## config.mk

```make
export PLATFORM = sky130hd
export DESIGN_NAME = ttb_fifo
export DESIGN_NICKNAME = d
export VERILOG_FILES = /design/src/hw/rtl/ttb_pkg.sv /design/src/hw/rtl/ttb_fifo.sv
export SDC_FILE = /design/constraint.sdc
export NUM_CORES = 1
export LEC_CHECK = 0
export BUFFER_PORTS_ARGS = -buffer_cell sky130_fd_sc_hd__buf_2
export CORE_ASPECT_RATIO = 0.6
export CORE_UTILIZATION = 39
export DETAILED_ROUTE_END_ITERATION = 8
export SLEW_MARGIN = 15
export SYNTH_ARGS = -nofsm -noshare
export SYNTH_HDL_FRONTEND = slang
export SYNTH_SLANG_ARGS = --single-unit
```

## constraint.sdc

```tcl
create_clock -name i_clk -period 8.4 [get_ports i_clk]
set_input_delay 1.26 -clock i_clk [delete_from_list [all_inputs] [get_ports i_clk]]
set_output_delay 1.26 -clock i_clk [all_outputs]
set_load 0.01 [all_outputs]
```

## src/hw/rtl/ttb_pkg.sv

```systemverilog
// Package with payload types and constants for the triangle tangent/binormal block.
package ttb_pkg;

    localparam int Q14_ONE = 16384;

    typedef struct packed {
        logic signed [31:0] pos_x;
        logic signed [31:0] pos_y;
        logic signed [31:0] pos_z;
        logic signed [23:0] tex_u;
        logic signed [23:0] tex_v;
    } t_corner;

    typedef struct packed {
        logic signed [15:0] tangent_x;
        logic signed [15:0] tangent_y;
        logic signed [15:0] tangent_z;
        logic signed [15:0] binormal_x;
        logic signed [15:0] binormal_y;
        logic signed [15:0] binormal_z;
        logic               degenerate;
    } t_result;

    // Edge set for one triangle, handed from the front to the back end.
    typedef struct packed {
        logic signed [32:0] e1x;
        logic signed [32:0] e1y;
        logic signed [32:0] e1z;
        logic signed [32:0] e2x;
        logic signed [32:0] e2y;
        logic signed [32:0] e2z;
        logic signed [24:0] du1;
        logic signed [24:0] dv1;
        logic signed [24:0] du2;
        logic signed [24:0] dv2;
    } t_edges;

endpackage

```

## src/hw/rtl/ttb_fifo.sv

```systemverilog
// Short queue of edge sets between the front and the back end.
module ttb_fifo import ttb_pkg::*; #(
    parameter int DEPTH = 2
) (
    input  logic   i_clk,
    input  logic   i_rst_n,
    input  logic   i_wr,
    input  t_edges i_data,
    output logic   o_ready,
    output logic   o_valid,
    output t_edges o_data,
    input  logic   i_rd
);
    localparam int AW = (DEPTH > 1) ? $clog2(DEPTH) : 1;
    t_edges           r_mem [DEPTH];
    logic [AW-1:0]    r_wp;
    logic [AW-1:0]    r_rp;
    logic [AW:0]      r_cnt;
    logic             w_wr;
    logic             w_rd;

    assign o_ready = r_cnt != (AW+1)'(DEPTH);
    assign o_valid = r_cnt != '0;
    assign o_data  = r_mem[r_rp];
    assign w_wr    = i_wr && o_ready;
    assign w_rd    = i_rd && o_valid;

    always_ff @(posedge i_clk) begin
        if (!i_rst_n) begin
            r_wp  <= '0;
            r_rp  <= '0;
            r_cnt <= '0;
        end else begin
            if (w_wr) r_wp <= (r_wp == AW'(DEPTH-1)) ? '0 : r_wp + 1'b1;
            if (w_rd) r_rp <= (r_rp == AW'(DEPTH-1)) ? '0 : r_rp + 1'b1;
            r_cnt <= r_cnt + (AW+1)'(w_wr) - (AW+1)'(w_rd);
        end
    end

    always_ff @(posedge i_clk) begin
        if (w_wr) r_mem[r_wp] <= i_data;
    end
endmodule

```

==> impl_metrics.prom <==
# TYPE chip_impl_metric gauge
chip_impl_metric{name="die_width",unit="microns"} 313
chip_impl_metric{name="num_io_pins",unit=""} 602
chip_impl_metric{name="netlist.area_leader.share",unit=""} 0.792
chip_impl_metric{name="timing.final.setup_violations",unit=""} 0
chip_impl_metric{name="remaining_drc_errors",unit=""} 0
chip_impl_metric{name="whs_path_depth",unit=""} 2
chip_impl_metric{name="internal_power",unit="mW"} 5.98
chip_impl_info{name="cts_tree",value="done"} 1
chip_impl_metric{name="area_growth",unit="%"} 24.6
chip_impl_metric{name="ir_worst_vdd",unit="mV"} 0.176
chip_impl_metric{name="relative_contribution_of_sequential_cells_to_total_power",unit=""} 0.467
chip_impl_metric{name="gate_count_post_synth",unit=""} 956
chip_impl_metric{name="yosysWarnings",unit=""} 0
chip_impl_metric{name="final_core_util",unit=""} 0.498
chip_impl_metric{name="post_synthesis_mean_instance_area",unit="sq um"} 23.6
chip_impl_metric{name="fill_cells",unit=""} 4744
chip_impl_metric{name="fraction_of_layout_instances_using_a_drive_strength_above_1",unit=""} 0.608
chip_impl_metric{name="clock_insertion_delay_worst_skew",unit="ns"} 0.59
chip_impl_metric{name="max_fanout_on_critical_path",unit=""} 143
chip_impl_metric{name="std_cell_rows",unit=""} 67
chip_impl_metric{name="comb_power_share",unit=""} 0.220
chip_impl_metric{name="finish.net_count",unit=""} 1890
chip_impl_metric{name="die_h",unit="microns"} 188
chip_impl_metric{name="routedWlPerCell",unit="microns"} 20.0
chip_impl_metric{name="via_count_of_the_first_global_routing_pass",unit=""} 11500
chip_impl_metric{name="multiInputGateArea",unit="sq um"} 4270
chip_impl_metric{name="grt_max_degree",unit=""} 147
chip_impl_metric{name="period_share",unit=""} 0.487
chip_impl_metric{name="vias",unit=""} 11200
chip_impl_metric{name="gp_congestion",unit=""} 0.774
chip_impl_metric{name="timing.max_cap.violations",unit=""} 0
chip_impl_metric{name="sequential_element_share_of_the_synthesized_area",unit=""} 0.796
chip_impl_metric{name="reg2reg_path_depth",unit=""} 4
chip_impl_metric{name="final_hold_viol_count",unit=""} 0
chip_impl_info{name="synth_largest_area_cell",value="sky130_fd_sc_hd__edfxtp_1"} 1
chip_impl_info{name="synth.area.top_cells",value="sky130_fd_sc_hd__edfxtp_1, sky130_fd_sc_hd__mux2_4, sky130_fd_sc_hd__mux2_2"} 1
chip_impl_metric{name="cts.repair_timing.setup_buffer_count",unit=""} 0
chip_impl_metric{name="fin_total_pwr",unit="mW"} 8.01
chip_impl_metric{name="gr-total-overflow",unit=""} 0
chip_impl_info{name="worstSetupEndpointType",value="primary output"} 1
chip_impl_metric{name="power.switching_fraction",unit=""} 0.254
chip_impl_metric{name="switching_power",unit="mW"} 2.03
chip_impl_metric{name="global_route_usage_over_all_layers",unit=""} 0.158
chip_impl_info{name="timing_worst_setup_path_type",value="reg2out"} 1
chip_impl_metric{name="port_buffers",unit=""} 601
chip_impl_metric{name="fin_crit",unit="ns"} 4.09
chip_impl_metric{name="timing.clock.skew",unit="ns"} 0.0128
chip_impl_metric{name="first_pass_iters",unit=""} 5
chip_impl_metric{name="clkTransAtPathRegs",unit="ns"} 0.06
chip_impl_metric{name="die_area",unit="sq um"} 58900
chip_impl_metric{name="worst_ep_arrival_time",unit="ns"} 2.83
chip_impl_metric{name="mappedNetlistArea",unit="sq um"} 22600
chip_impl_metric{name="detail_route.wirelength",unit="mm"} 47.9
chip_impl_info{name="root_buffer",value="sky130_fd_sc_hd__clkbuf_16"} 1
chip_impl_metric{name="relSlewSlack",unit=""} 0.141
chip_impl_metric{name="reg2reg_setup_slack",unit="ns"} 5.47
chip_impl_metric{name="placeableCoreArea",unit="sq um"} 56500
chip_impl_metric{name="slew_viols_final",unit=""} 0
chip_impl_metric{name="fmaxAchievable",unit="GHz"} 0.244
chip_impl_metric{name="htree_levels",unit=""} 2
chip_impl_metric{name="synth_nets",unit=""} 1259
chip_impl_metric{name="clk_sinks",unit=""} 601
chip_impl_metric{name="postRouteAntennaNets",unit=""} 0
chip_impl_metric{name="dp_hpwl",unit="mm"} 31.9
chip_impl_metric{name="clkPwrFrac",unit=""} 0.313
chip_impl_metric{name="start_util",unit=""} 0.400
chip_impl_info{name="grt_setup_unrepaired",value="no"} 1
chip_impl_info{name="run_status",value="complete, no violations"} 1
chip_impl_metric{name="cts.path.max_buffers",unit=""} 3
chip_impl_metric{name="count_of_hold_fix_buffers_inserted_at_cts",unit=""} 0
chip_impl_metric{name="final-seq-area",unit="sq um"} 18000
chip_impl_info{name="rr_endpoint",value="r_mem[0][116]"} 1
chip_impl_metric{name="required_time_worst_endpoint",unit="ns"} 7.14
chip_impl_metric{name="drtIter0Drc",unit=""} 691
chip_impl_metric{name="number_of_distinct_standard_cells_referenced_by_the_synthesized_netlist",unit=""} 24
chip_impl_metric{name="ys_seq_elements",unit=""} 601
chip_impl_metric{name="cts-buffers-inserted",unit=""} 54
chip_impl_metric{name="route.detailed.vias_per_inst",unit=""} 4.66
chip_impl_metric{name="power_leakage",unit="nW"} 10.8
chip_impl_metric{name="holdWs",unit="ns"} 0.586
chip_impl_info{name="crit-reg2reg-launch",value="r_cnt[0]"} 1
chip_impl_metric{name="p_per_area",unit="nW/um^2"} 285
chip_impl_metric{name="post_cts.resized_instances",unit=""} 0
chip_impl_metric{name="tightest_slew",unit="ns"} 1.29
chip_impl_info{name="min-delay-path-class",value="reg2reg"} 1
chip_impl_metric{name="grt_antenna_before_repair",unit=""} 10
chip_impl_metric{name="finalSetupTns",unit="ns"} 0
chip_impl_metric{name="grt_pass1_wl",unit="mm"} 70.1
chip_impl_info{name="worst_hold_startpoint",value="r_rp"} 1
chip_impl_info{name="crit_path_start_kind",value="flip-flop"} 1
## cell usage after synthesis
| master | n |
|---|---|
| sky130_fd_sc_hd__mux2i_1 | 1 |
| sky130_fd_sc_hd__ha_1 | 1 |
| sky130_fd_sc_hd__a21boi_0 | 1 |
| sky130_fd_sc_hd__o21ai_0 | 2 |
| sky130_fd_sc_hd__a32oi_1 | 1 |
| sky130_fd_sc_hd__nand2_1 | 1 |
| sky130_fd_sc_hd__xnor2_1 | 1 |
| sky130_fd_sc_hd__nand3_1 | 1 |
| sky130_fd_sc_hd__buf_6 | 26 |
| sky130_fd_sc_hd__and3_1 | 1 |
| sky130_fd_sc_hd__a211oi_1 | 1 |
| sky130_fd_sc_hd__mux2_2 | 97 |
| sky130_fd_sc_hd__edfxtp_1 | 596 |
| sky130_fd_sc_hd__and2_1 | 3 |
| sky130_fd_sc_hd__nor2b_1 | 1 |
| sky130_fd_sc_hd__buf_2 | 7 |
| sky130_fd_sc_hd__inv_1 | 1 |
| sky130_fd_sc_hd__nor2_1 | 2 |
| sky130_fd_sc_hd__nand2b_1 | 2 |
| sky130_fd_sc_hd__a21bo_2 | 2 |
| sky130_fd_sc_hd__mux2_4 | 201 |
| sky130_fd_sc_hd__dfxtp_1 | 5 |
| sky130_fd_sc_hd__or2_2 | 1 |
| sky130_fd_sc_hd__nand3b_1 | 1 |
## power by group through the flow
stage          combinational [mW]  sequential, mW  clock, mW
2_1_floorplan                1.19            3.83          0
3_3_place_gp                 1.77            3.79          0
3_5_place_dp                 1.78            3.81          0
4_1_cts                      1.79            3.74       2.59
5_1_grt                      1.87            3.77       2.70
6_report                     1.76            3.74       2.51
## flip-flops by register name, indices dropped and copies added (netlist names), named ones only
name   flops
r_mem    596
r_cnt      2
r_rp       1
r_wp       1
## worst max-delay path, cell delays in order (launching register included)
cell	delay, ns
sky130_fd_sc_hd__dfxtp_4	0.72
sky130_fd_sc_hd__buf_12	0.55
sky130_fd_sc_hd__mux2_4	0.36
sky130_fd_sc_hd__buf_2	0.15
## worst max path at each step
stage / startpoint / end / slack, ns / cells past startpoint
final: flip-flop / o_data[122] / 4.31 / 3
after global routing: flip-flop / o_data[122] / 4.19 / 3
after CTS: flip-flop / o_data[62] / 4.27 / 3
after detailed placement: i_wr / r_mem[0][4] / 4.89 / 4
after global placement: i_wr / r_mem[0][132] / 4.93 / 4
after floorplan: i_wr / r_mem[0][0] / 0.65 / 2
## layout by cell type, fill, tap and decap left out, types with 2 or more instances in the layout
cell type	n
sky130_fd_sc_hd__buf_2	601
sky130_fd_sc_hd__edfxtp_1	596
sky130_fd_sc_hd__mux2_4	201
sky130_fd_sc_hd__mux2_2	97
sky130_fd_sc_hd__clkbuf_16	55
sky130_fd_sc_hd__clkinv_2	11
sky130_fd_sc_hd__clkbuf_1	10
sky130_fd_sc_hd__clkinv_1	10
sky130_fd_sc_hd__bufinv_16	7
sky130_fd_sc_hd__diode_2	4
sky130_fd_sc_hd__clkbuf_8	4
sky130_fd_sc_hd__buf_12	4
sky130_fd_sc_hd__dfxtp_1	4
sky130_fd_sc_hd__and2_1	3
sky130_fd_sc_hd__buf_4	3
sky130_fd_sc_hd__nand2b_1	2
sky130_fd_sc_hd__o21ai_0	2
sky130_fd_sc_hd__nor2_1	2
sky130_fd_sc_hd__a21bo_2	2
sky130_fd_sc_hd__clkinvlp_4	2
## through the flow
| stage | instance area (sq um) | instances | worst slack (ns) |
|---|---|---|---|
| 6_report | 28200 | 2394 | 4.31 |
| 5_1_grt | 28200 | 2394 | 4.19 |
| 4_1_cts | 28100 | 2390 | 4.27 |
| 3_5_place_dp | 26300 | 2290 | 4.89 |
| 3_3_place_gp | 26300 | 2290 | 4.93 |
| 2_1_floorplan | 22600 | 956 | 0.647 |
## kinds of logic (layout without fill, tap and decap cells)
family	after synthesis	count (layout)	synth area share
AOI/OAI and AO/OA	7	7	0.00238
xor gates and xnor gates	1	1	0.000388
adders and majority gates	1	1	0.000554
buffers and inverters	34	709	0.0147
DFF	601	601	0.796
muxes	299	299	0.182
other	0	4	0
and+or+nand+nor	13	13	0.00327
## final cells by class
type,count,area share
antenna,4,0.000356
inverter,1,0.000400
timing repair buffer,608,0.110
multi-input combinational,321,0.152
sequential,601,0.639
tap,759,0.0337
clock inverter,31,0.0116
clock buffer,69,0.0522
## routing by layer
metal,track usage,share of wire,vias up
met1,0.198,0.41,5645
met2,0.265,0.50,335
li1,-,-,5092
met5,0,0.0017,-
met3,0.0452,0.066,79
met4,0.0492,0.019,12
(Power assumes the default switching activity.)
