===== src/hw/rtl/ttb_pkg.sv =====
// Package with payload types and constants for the triangle tangent/binormal block.
package ttb_pkg;

    localparam int Q14_ONE = 16384;

    typedef struct packed {
        logic signed [31:0] pos_x;
        logic signed [31:0] pos_y;
        logic signed [31:0] pos_z;
        logic signed [23:0] tex_u;
        logic signed [23:0] tex_v;
    } t_corner;

    typedef struct packed {
        logic signed [15:0] tangent_x;
        logic signed [15:0] tangent_y;
        logic signed [15:0] tangent_z;
        logic signed [15:0] binormal_x;
        logic signed [15:0] binormal_y;
        logic signed [15:0] binormal_z;
        logic               degenerate;
    } t_result;

    // Edge set for one triangle, handed from the front to the back end.
    typedef struct packed {
        logic signed [32:0] e1x;
        logic signed [32:0] e1y;
        logic signed [32:0] e1z;
        logic signed [32:0] e2x;
        logic signed [32:0] e2y;
        logic signed [32:0] e2z;
        logic signed [24:0] du1;
        logic signed [24:0] dv1;
        logic signed [24:0] du2;
        logic signed [24:0] dv2;
    } t_edges;

endpackage


===== src/hw/rtl/ttb_front.sv =====
// Front end: holds the first two corners and forms the edges on the third.
module ttb_front import ttb_pkg::*; (
    input  logic    i_clk,
    input  logic    i_rst_n,
    input  logic    i_push,
    input  t_corner i_corner,
    output logic    o_full,
    output logic    o_valid,
    output t_edges  o_edges,
    input  logic    i_ready
);
    logic [1:0] r_count;
    t_corner    r_c0;
    t_corner    r_c1;
    logic       r_valid;
    t_edges     r_edges;
    logic       w_acc;

    assign o_full  = r_valid && !i_ready;
    assign w_acc   = i_push && !o_full;
    assign o_valid = r_valid;
    assign o_edges = r_edges;

    always_ff @(posedge i_clk) begin
        if (!i_rst_n) begin
            r_count <= 2'd0;
            r_valid <= 1'b0;
        end else begin
            if (w_acc && r_count == 2'd2) r_valid <= 1'b1;
            else if (r_valid && i_ready) r_valid <= 1'b0;
            if (w_acc) begin
                if (r_count == 2'd2) r_count <= 2'd0;
                else r_count <= r_count + 2'd1;
            end
        end
    end

    always_ff @(posedge i_clk) begin
        if (w_acc) begin
            if (r_count == 2'd0) r_c0 <= i_corner;
            if (r_count == 2'd1) r_c1 <= i_corner;
            if (r_count == 2'd2) begin
                r_edges.e1x <= 33'(r_c1.pos_x) - 33'(r_c0.pos_x);
                r_edges.e1y <= 33'(r_c1.pos_y) - 33'(r_c0.pos_y);
                r_edges.e1z <= 33'(r_c1.pos_z) - 33'(r_c0.pos_z);
                r_edges.e2x <= 33'(i_corner.pos_x) - 33'(r_c0.pos_x);
                r_edges.e2y <= 33'(i_corner.pos_y) - 33'(r_c0.pos_y);
                r_edges.e2z <= 33'(i_corner.pos_z) - 33'(r_c0.pos_z);
                r_edges.du1 <= 25'(r_c1.tex_u) - 25'(r_c0.tex_u);
                r_edges.dv1 <= 25'(r_c1.tex_v) - 25'(r_c0.tex_v);
                r_edges.du2 <= 25'(i_corner.tex_u) - 25'(r_c0.tex_u);
                r_edges.dv2 <= 25'(i_corner.tex_v) - 25'(r_c0.tex_v);
            end
        end
    end
endmodule


===== config.mk =====
export PLATFORM = sky130hd
export DESIGN_NAME = ttb_front
export DESIGN_NICKNAME = d
export VERILOG_FILES = /design/src/hw/rtl/ttb_pkg.sv /design/src/hw/rtl/ttb_front.sv
export SDC_FILE = /design/constraint.sdc
export NUM_CORES = 1
export LEC_CHECK = 0
export BUFFER_PORTS_ARGS = -buffer_cell sky130_fd_sc_hd__buf_4
export CAP_MARGIN = 20
export CORE_MARGIN = 4
export CORE_UTILIZATION = 33
export DETAILED_ROUTE_END_ITERATION = 8
export PLACE_DENSITY = 0.48
export RECOVER_POWER = 25
export SYNTH_ARGS = -nofsm -noshare
export SYNTH_HDL_FRONTEND = slang
export SYNTH_SLANG_ARGS = --single-unit
export TNS_END_PERCENT = 10

===== constraint.sdc =====
create_clock -name i_clk -period 73.6 [get_ports i_clk]
set_clock_uncertainty 0.2 [all_clocks]
set_input_delay 14.72 -clock i_clk [delete_from_list [all_inputs] [get_ports i_clk]]
set_output_delay 14.72 -clock i_clk [all_outputs]
set_load 0.1 [all_outputs]

==> key figures, run 1 <==
Clocking
  • Clock Pin Slew Worst Setup and Hold Paths: 0.05 ns
  • CTS Sinks: 589
  • Num CTS Buffers: 73
  • Clock Latency Late Sink: 0.63 ns
  • CTS H-tree depth: 3
  • Root buf cell: clkbuf_16
  • Cts repair resizes: 0
  • Setup bufs post-CTS: 0
  • Hold-fix buffers at CTS: 0
  • CTS tree: built
  • Max Root-Sink Buffers: 3

GRT
  • Congestion Overflow GR: 0
  • All-Layer GR Usage: 0.163
  • Vias in the first global route: 22694
  • Largest net degree at the start of global routing: 153
  • First-pass GRT wire length: 131000 um
  • Initial antenna violation count: 11

Layout
  • Syn-to-layout area delta: 21.1%
  • Fillers: 9358
  • Non-filler cells, final: 4511
  • Final nets: 3618
  • Share of layout cells above drive strength 1: 0.147
  • Cell area after layout: 0.0390 mm2
  • Final core utilization: 0.403
  • Most frequent cells in the layout: 586 x edfxtp_1, 340 x buf_4, 288 x ha_1
  • Commonest non-fill, non-tap cell in the layout: edfxtp_1

Place
  • Placed cell area: 0.0371 mm2
  • Dpl hpwl: 64700 um
  • PortBufs: 447
  • Gpl congestion: 0.870
  • Placed insts: 4373

Worst setup path
  • Crit path max fanout: 3
  • CP Capture Type: output pin
  • Nature of the critical path startpoint: primary input
  • Reg2Reg Capture Point: o_edges[297]
  • R2R Setup Slk: 69.18 ns
  • Critical path origin: i_ready
  • FF-to-FF Start: r_c0[112]
  • CP Class: in2out
  • Worst path required time: 58.68 ns
  • Critical path arrival: 15.31 ns
  • FF-to-FF path depth: 12

Hold path
  • Worst hold endpoint: r_count[0]
  • Hold Crit Class: reg2reg
  • Hold path startpoint: r_count[0]
  • Hold path depth: 2

Die
  • Num rows: 114
  • Die H: 320 um
  • Core Footprint: 0.0969 mm2
  • Die X: 320 um
  • IO Pins: 448
  • Die area: 0.103 mm2
  • Initial core utilization: 0.333

Detailed routing
  • Vias: 22177
  • WL/cell: 19.0 um
  • Iteration-0 DRC count of the detailed router: 1287
  • DR vias/cell: 4.92
  • Routed Antenna Nets: 0
  • DRC errors left: 0
  • DRT Pass-1 Iters: 5
  • Routed WL: 85700 um

Logic synthesis
  • Multiplexer area fraction after synthesis: 0.000311
  • Post-Synthesis Cell Area: 0.0322 mm2
  • Xor/xnor share of the synthesized area: 0.0636
  • Number of synthesized flops with an enable pin: 586
  • Post-synthesis cell type count: 90
  • YS warnings: 0
  • Post-Syn Instances: 2675
  • Synth Area in Adders: 0.118
  • Top FF cell, synth: edfxtp_1
  • Avg Cell Area, Syn: 12.0 um2
  • Async set or reset register ratio after synthesis: 0
  • Largest family of logic cells by synthesized area: compound AO/OA/AOI/OAI gates
  • Simple logic cell fraction of the synthesized area: 0.0813
  • Seq/Total Area, Yosys: 0.548
  • Post-Synthesis Net Count: 3121
  • Synth Area in Compound Gates: 0.156
  • Synth Register Bits: 589

STA
  • Setup TNS: 0 ns
  • Final hold vios: 0
  • Relative slew slack: 0.280
  • RSZ-0062 raised after global routing: no
  • Clock period minus worst slack: 30.23 ns
  • Final setup fails: 0
  • Slew @ Worst Pin: 1.08 ns
  • Max Fclk: 33.1 MHz
  • Slew Viols, Final: 0
  • Crit share post-route: 0.411

Pwr
  • Pwr Density: 24.1 mW/mm2
  • Leak: 15.8 nW
  • Tot Pwr: 940 uW
  • Peak supply drop: 0.0150 mV

Run status
  • Run status: complete, no violations

Job
  • Max-cap violation count: 0
[cells by family (layout without fill, tap and decap cells)]
group           Yosys count  in the layout
compound gates          753            753
flops                   589            589
simple gates            517            517
fa+ha+maj               298            298
buf+inv                 283            836
xor+xnor                234            234
mux                       1              1
other cells               0              7
[flip-flops by register name, indices dropped and copies added, names as in the netlist]
| register | cells |
|---|---|
| o_edges | 298 |
| o_valid | 1 |
| r_c0 | 144 |
| r_c1 | 144 |
| r_count | 2 |
[Yosys cell counts (all sizes together), types with 24 or more instances]
| master | number | area share |
|---|---|---|
| a21o | 119 | 0.028 |
| edfxtp | 586 | 0.55 |
| a21oi | 228 | 0.036 |
| nand3 | 58 | 0.0090 |
| xnor2 | 166 | 0.045 |
| nor2 | 122 | 0.014 |
| a211oi | 24 | 0.0060 |
| ha | 288 | 0.11 |
| inv | 251 | 0.029 |
| a31oi | 29 | 0.0067 |
| xor2 | 68 | 0.018 |
| o21a | 50 | 0.012 |
| nor2b | 42 | 0.0084 |
| nand4 | 30 | 0.0058 |
| o21ai | 143 | 0.023 |
| nor3 | 31 | 0.0048 |
| nand2 | 117 | 0.014 |
| nand2b | 37 | 0.0072 |
| clkbuf | 32 | 0.0037 |
[through the flow]
stage                     worst slack, ns  hold slack [ns]
final                               43.37            0.364
after global routing                43.34            0.407
after CTS                           43.37            0.372
after detailed placement            43.37            0.363
after global placement              43.35            0.347
after floorplan                     35.01            0.313
[where the power goes]
group          switching (mW)  internal, mW  total [mW]
Combinational           0.115        0.0664       0.181
Sequential            0.00349         0.393       0.396
Clock                   0.142         0.221       0.363
[worst max-delay path, cell delays in order]
cell	delay, ns
buf_4	0.11
nor2b_1	0.16
buf_4	0.32
[worst max-delay path by stage]
stage / endpoint / slack (ns) / cells past startpoint
after detailed placement: o_full / 43.37 / 3
after global placement: o_full / 43.35 / 3
after floorplan: o_edges[0] / 35.01 / 3
after CTS: o_full / 43.37 / 3
after global routing: o_full / 43.34 / 3
final: o_full / 43.37 / 3
[metal layers]
metal,part of all wire,global-route usage,routed length (um)
met1,0.45,0.214,38800
met5,0.00043,0,37
met4,0.024,0.0520,2030
met2,0.46,0.261,39200
met3,0.067,0.0452,5740
[area by class of cell]
| class | instances | area (um2) | share of cell area |
|---|---|---|---|
| Inverter | 251 | 942 | 0.0241 |
| Multi-Input combinational cell | 1803 | 13400 | 0.343 |
| Tap cell | 1276 | 1600 | 0.0409 |
| Sequential cell | 589 | 17700 | 0.452 |
| Antenna cell | 7 | 17.5 | 0.000449 |
| Timing Repair Buffer | 454 | 3010 | 0.0772 |
| Clock inverter | 46 | 454 | 0.0116 |
| Clock buffer | 85 | 1960 | 0.0501 |
Power figures use the tool's default switching activity.
==> run 2: changes to the inputs <==
Clock period 73.6 ns to 31.6 ns, I/O delays scaled along.
==> run 2 against run 1 <==
Net effect: worst hold slack better by 0.014 ns; critical path depth unchanged; sequential power is 130% higher; design area increased by 0.43%; wire length up 0.46%; die area stayed put; combinational power rose by 130%; power is 140% higher; register-to-register slack lost 42 ns; core utilization rose by 0.17 points; setup slack got worse by 25 ns.
==> key figures, run 2 (synthesized netlist as in run 1, its figures left out) <==
Worst setup path
  • R2R Setup Slk: 27.14 ns
  • Reg2Reg Capture Point: o_edges[297]
  • Worst path required time: 25.08 ns
  • CP Capture Type: output pin
  • FF-to-FF Start: r_c0[112]
  • Crit path max fanout: 3
  • Critical path origin: i_ready
  • CP Class: in2out
  • FF-to-FF path depth: 12
  • Critical path arrival: 6.91 ns
  • Nature of the critical path startpoint: primary input

Place
  • Gpl congestion: 0.887
  • Placed cell area: 0.0372 mm2
  • Placed insts: 4374
  • PortBufs: 447
  • Dpl hpwl: 65400 um

Die
  • Die X: 320 um
  • IO Pins: 448
  • Num rows: 114
  • Initial core utilization: 0.333
  • Die area: 0.103 mm2
  • Core Footprint: 0.0969 mm2
  • Die H: 320 um

Hold path
  • Worst hold endpoint: r_count[0]
  • Hold path depth: 2
  • Hold Crit Class: reg2reg
  • Hold path startpoint: r_count[0]

GRT
  • All-Layer GR Usage: 0.163
  • Initial antenna violation count: 12
  • Largest net degree at the start of global routing: 153
  • Congestion Overflow GR: 0
  • Vias in the first global route: 22736
  • First-pass GRT wire length: 131000 um

STA
  • RSZ-0062 raised after global routing: no
  • Clock period minus worst slack: 13.43 ns
  • Slew @ Worst Pin: 0.992 ns
  • Max Fclk: 74.4 MHz
  • Slew Viols, Final: 0
  • Setup TNS: 0 ns
  • Final hold vios: 0
  • Final hold slack: 0.378 ns
  • Crit share post-route: 0.425
  • Relative slew slack: 0.339
  • Final setup fails: 0

Pwr
  • Pwr Density: 57.2 mW/mm2
  • Leak: 15.9 nW
  • Tot Pwr: 2.24 mW
  • Peak supply drop: 0.0301 mV

Layout
  • Share of layout cells above drive strength 1: 0.151
  • Syn-to-layout area delta: 21.7%
  • Commonest non-fill, non-tap cell in the layout: edfxtp_1
  • Final nets: 3619
  • Cell area after layout: 0.0392 mm2
  • Max reg flops: 298
  • Non-filler cells, final: 4511
  • Most frequent cells in the layout: 586 x edfxtp_1, 341 x buf_4, 288 x ha_1

Clocking
  • Hold-fix buffers at CTS: 0
  • Root buf cell: clkbuf_16
  • CTS Sinks: 589
  • Max Root-Sink Buffers: 3
  • Cts repair resizes: 0
  • Num CTS Buffers: 73
  • Clock Pin Slew Worst Setup and Hold Paths: 0.05 ns
  • CTS H-tree depth: 3
  • Clock Latency Late Sink: 0.63 ns
  • Setup bufs post-CTS: 0
  • CTS tree: built

Detailed routing
  • WL/cell: 19.1 um
  • Vias: 22392
  • DRT Pass-1 Iters: 5
  • Routed Antenna Nets: 0
  • Routed WL: 86100 um
  • DR vias/cell: 4.96
  • DRC errors left: 0
  • Iteration-0 DRC count of the detailed router: 1403

Run status
  • Run status: complete, no violations

Job
  • Max-cap violation count: 0
-- run 2: cell types whose count changed in the layout (fill, tap and decap cells not counted), sizes merged --
cell and delta:
clkinvlp -1, buf +1, clkinv -4, bufinv +6, diode -2
-- run 2: worst max-delay path by stage --
stage	endpoint	slack, ns
after floorplan	o_edges[0]	1.41
after global placement	o_full	18.14
after detailed placement	o_full	18.16
after CTS	o_full	18.16
after global routing	o_full	18.14
final	o_full	18.17
-- run 2: critical path, stage by stage --
cell and delay [ns]:
buf_4 0.11, nor2b_1 0.16, buf_4 0.32
-- run 2: power by group --
part | switching, mW | total [mW] | internal (mW)
Clock | 0.332 | 0.897 | 0.565
Sequential | 0.00797 | 0.922 | 0.914
Combinational | 0.269 | 0.424 | 0.155
Total | 0.610 | 2.24 | 1.63
-- run 2: per-layer routing --
metal  vias up  track usage  share of wire
met5         -            0        0.00084
met4        12       0.0498          0.021
met3       123       0.0437          0.067
met2       568        0.263           0.46
met1     10685        0.214           0.45
li1      11004            -              -
-- run 2: stage by stage --
stage                     setup slack [ns]   util
after floorplan                       1.41      -
after global placement               18.14  0.384
after detailed placement             18.16  0.384
after CTS                            18.16  0.410
after global routing                 18.14  0.405
final                                18.17  0.405
-- run 2: final cells by class --
type,instances,area (um2)
sequential,589,17700
tap,1276,1600
antenna,5,12.5
timing repair buffer,455,3020
fill,9326,57600
multi-input combinational,1803,13400
clock buffer,85,1960
inverter,251,942
clock inverter,47,617
==> run 3: changes to the inputs <==
Settings changed: PLACE_DENSITY 0.48 to 0.5.
Clock period 31.6 ns to 10.9 ns, I/O delays scaled along.
==> run 3 against run 2 <==
Net effect: the flow now finishes with violations (capacitance limit, slew limit); wire length increased by 0.71%; worst hold slack got worse by 0.0063 ns; design area decreased by 0.47%; clock power increased to 2.7 times the previous value; non-clock buffer count unchanged; sequential power increased to 2.9 times the previous value; flip-flop and latch count unchanged.
==> key figures, run 3 (synthesized netlist as in run 1, its figures left out) <==
STA
  • Relative slew slack: -0.0662
  • RSZ-0062 raised after global routing: no
  • Final hold vios: 0
  • Slew Viols, Final: 13
  • Slew @ Worst Pin: 1.60 ns
  • Clock period minus worst slack: 5.33 ns
  • Final setup fails: 0
  • Crit share post-route: 0.489
  • Max Fclk: 188 MHz

Clocking
  • Hold-fix buffers at CTS: 0
  • Num CTS Buffers: 72
  • CTS Sinks: 589
  • Root buf cell: clkbuf_16
  • Max Root-Sink Buffers: 3
  • Cts repair resizes: 0
  • CTS tree: built
  • Clock Pin Slew Worst Setup and Hold Paths: 0.06 ns
  • CTS H-tree depth: 3
  • Setup bufs post-CTS: 0
  • Clock Latency Late Sink: 0.61 ns

GRT
  • Grt met2 use: 0.273
  • Vias in the first global route: 22879
  • Largest net degree at the start of global routing: 148
  • All-Layer GR Usage: 0.165
  • M3 GR Usage: 0.0538
  • GR peak layer: met2
  • Initial antenna violation count: 8
  • Congestion Overflow GR: 0
  • First-pass GRT wire length: 132000 um
  • Met1 Usage GRT: 0.205

Detailed routing
  • DRT Pass-1 Iters: 5
  • DR vias/cell: 4.96
  • Routed Antenna Nets: 0
  • Iteration-0 DRC count of the detailed router: 1329
  • DRC errors left: 0
  • Routed WL: 86800 um
  • Vias: 22348
  • WL/cell: 19.2 um

Layout
  • Final nets: 3618
  • Commonest non-fill, non-tap cell in the layout: edfxtp_1
  • Most frequent cells in the layout: 586 x edfxtp_1, 308 x buf_4, 288 x ha_1
  • Syn-to-layout area delta: 21.1%
  • Non-filler cells, final: 4507
  • Max reg flops: 298
  • Share of layout cells above drive strength 1: 0.142

Die
  • IO Pins: 448
  • Die X: 320 um
  • Die H: 320 um
  • Die area: 0.103 mm2
  • Core Footprint: 0.0969 mm2
  • Initial core utilization: 0.333
  • Num rows: 114

Pwr
  • Leak: 15.8 nW
  • Tot Pwr: 6.37 mW
  • Peak supply drop: 0.109 mV
  • Pwr Density: 163 mW/mm2

Place
  • PortBufs: 447
  • Dpl hpwl: 65800 um
  • Placed insts: 4374
  • Gpl congestion: 0.925

Job
  • Max-cap violation count: 1

Worst setup path
  • Crit path max fanout: 3
  • CP Class: in2reg
  • CP max stage cell: nor4_1
  • Critical path origin: i_corner[48]
  • Nature of the critical path startpoint: primary input
  • FF-to-FF Start: r_c0[112]
  • Worst path required time: 11.06 ns
  • Crit-path max cell delay: 0.60 ns
  • Critical path arrival: 5.49 ns
  • CP Capture Type: flop
  • Cell Chain, Critical Path: clkbuf_1 -> inv_1 -> ha_1 -> fa_1 -> nor2b_1 -> o31ai_2 -> a21oi_1 -> o211ai_1 -> o21ai_1 -> a31oi_1 -> nor4_1 -> o221ai_1 -> nor3b_1 -> a211oi_1

Run status
  • Run status: finished, violations left
  • Failing checks: capacitance limit, slew limit

Hold path
  • Hold path startpoint: r_count[0]
  • Hold Crit Class: reg2reg
run 3: metal layers:
metal | part of all wire | up-vias
li1 | - | 10990
met1 | 0.43 | 10663
met2 | 0.47 | 552
met3 | 0.074 | 133
met4 | 0.024 | 10
met5 | 0.00074 | -
run 3: layout make-up:
class | instances | area [um2]
repair buffers | 455 | 2910
clock inverters | 39 | 422
inverters | 251 | 942
clock buffers | 91 | 1980
well taps | 1276 | 1600
diodes | 3 | 7.51
flip-flops and latches | 589 | 17700
multi-input cells | 1803 | 13500
fillers | 9219 | 57800
run 3: stage by stage:
stage	setup WS [ns]	setup TNS [ns]	cell area, um2	util	hold slack, ns
6_report	5.57	0	39000	0.403	0.372
5_1_grt	5.22	0	39000	0.403	0.414
4_1_cts	5.74	0	39600	0.409	0.396
3_5_place_dp	5.06	0	37200	0.384	0.386
3_3_place_gp	5.07	0	37200	0.384	0.373
2_1_floorplan	-2.51	-363.78	32300	-	0.328
run 3: power by group:
group / total, mW / leakage (nW) / internal (mW) / switching, mW
clock network: 2.46 / 1.17 / 1.50 / 0.964
registers: 2.67 / 5.41 / 2.65 / 0.0237
logic: 1.23 / 9.17 / 0.449 / 0.786
total: 6.37 / 15.8 / 4.60 / 1.77
run 3: worst paths after layout:
| kind | endpoint | slack, ns | cells past startpoint |
|---|---|---|---|
| max reg2reg | o_edges[297] | 6.68 | 12 |
| min reg2reg | r_count[0] | 0.37 | 2 |
| max | o_edges[132] | 5.57 | 14 |
| min | r_count[0] | 0.37 | 2 |
run 3: critical path: cells and delay by family:
family | cells | cell delay, ns
adders and majority gates | 2 | 0.63
and+or+nand+nor | 3 | 1.05
AOI/OAI and AO/OA | 7 | 1.43
buffers and inverters | 2 | 0.19
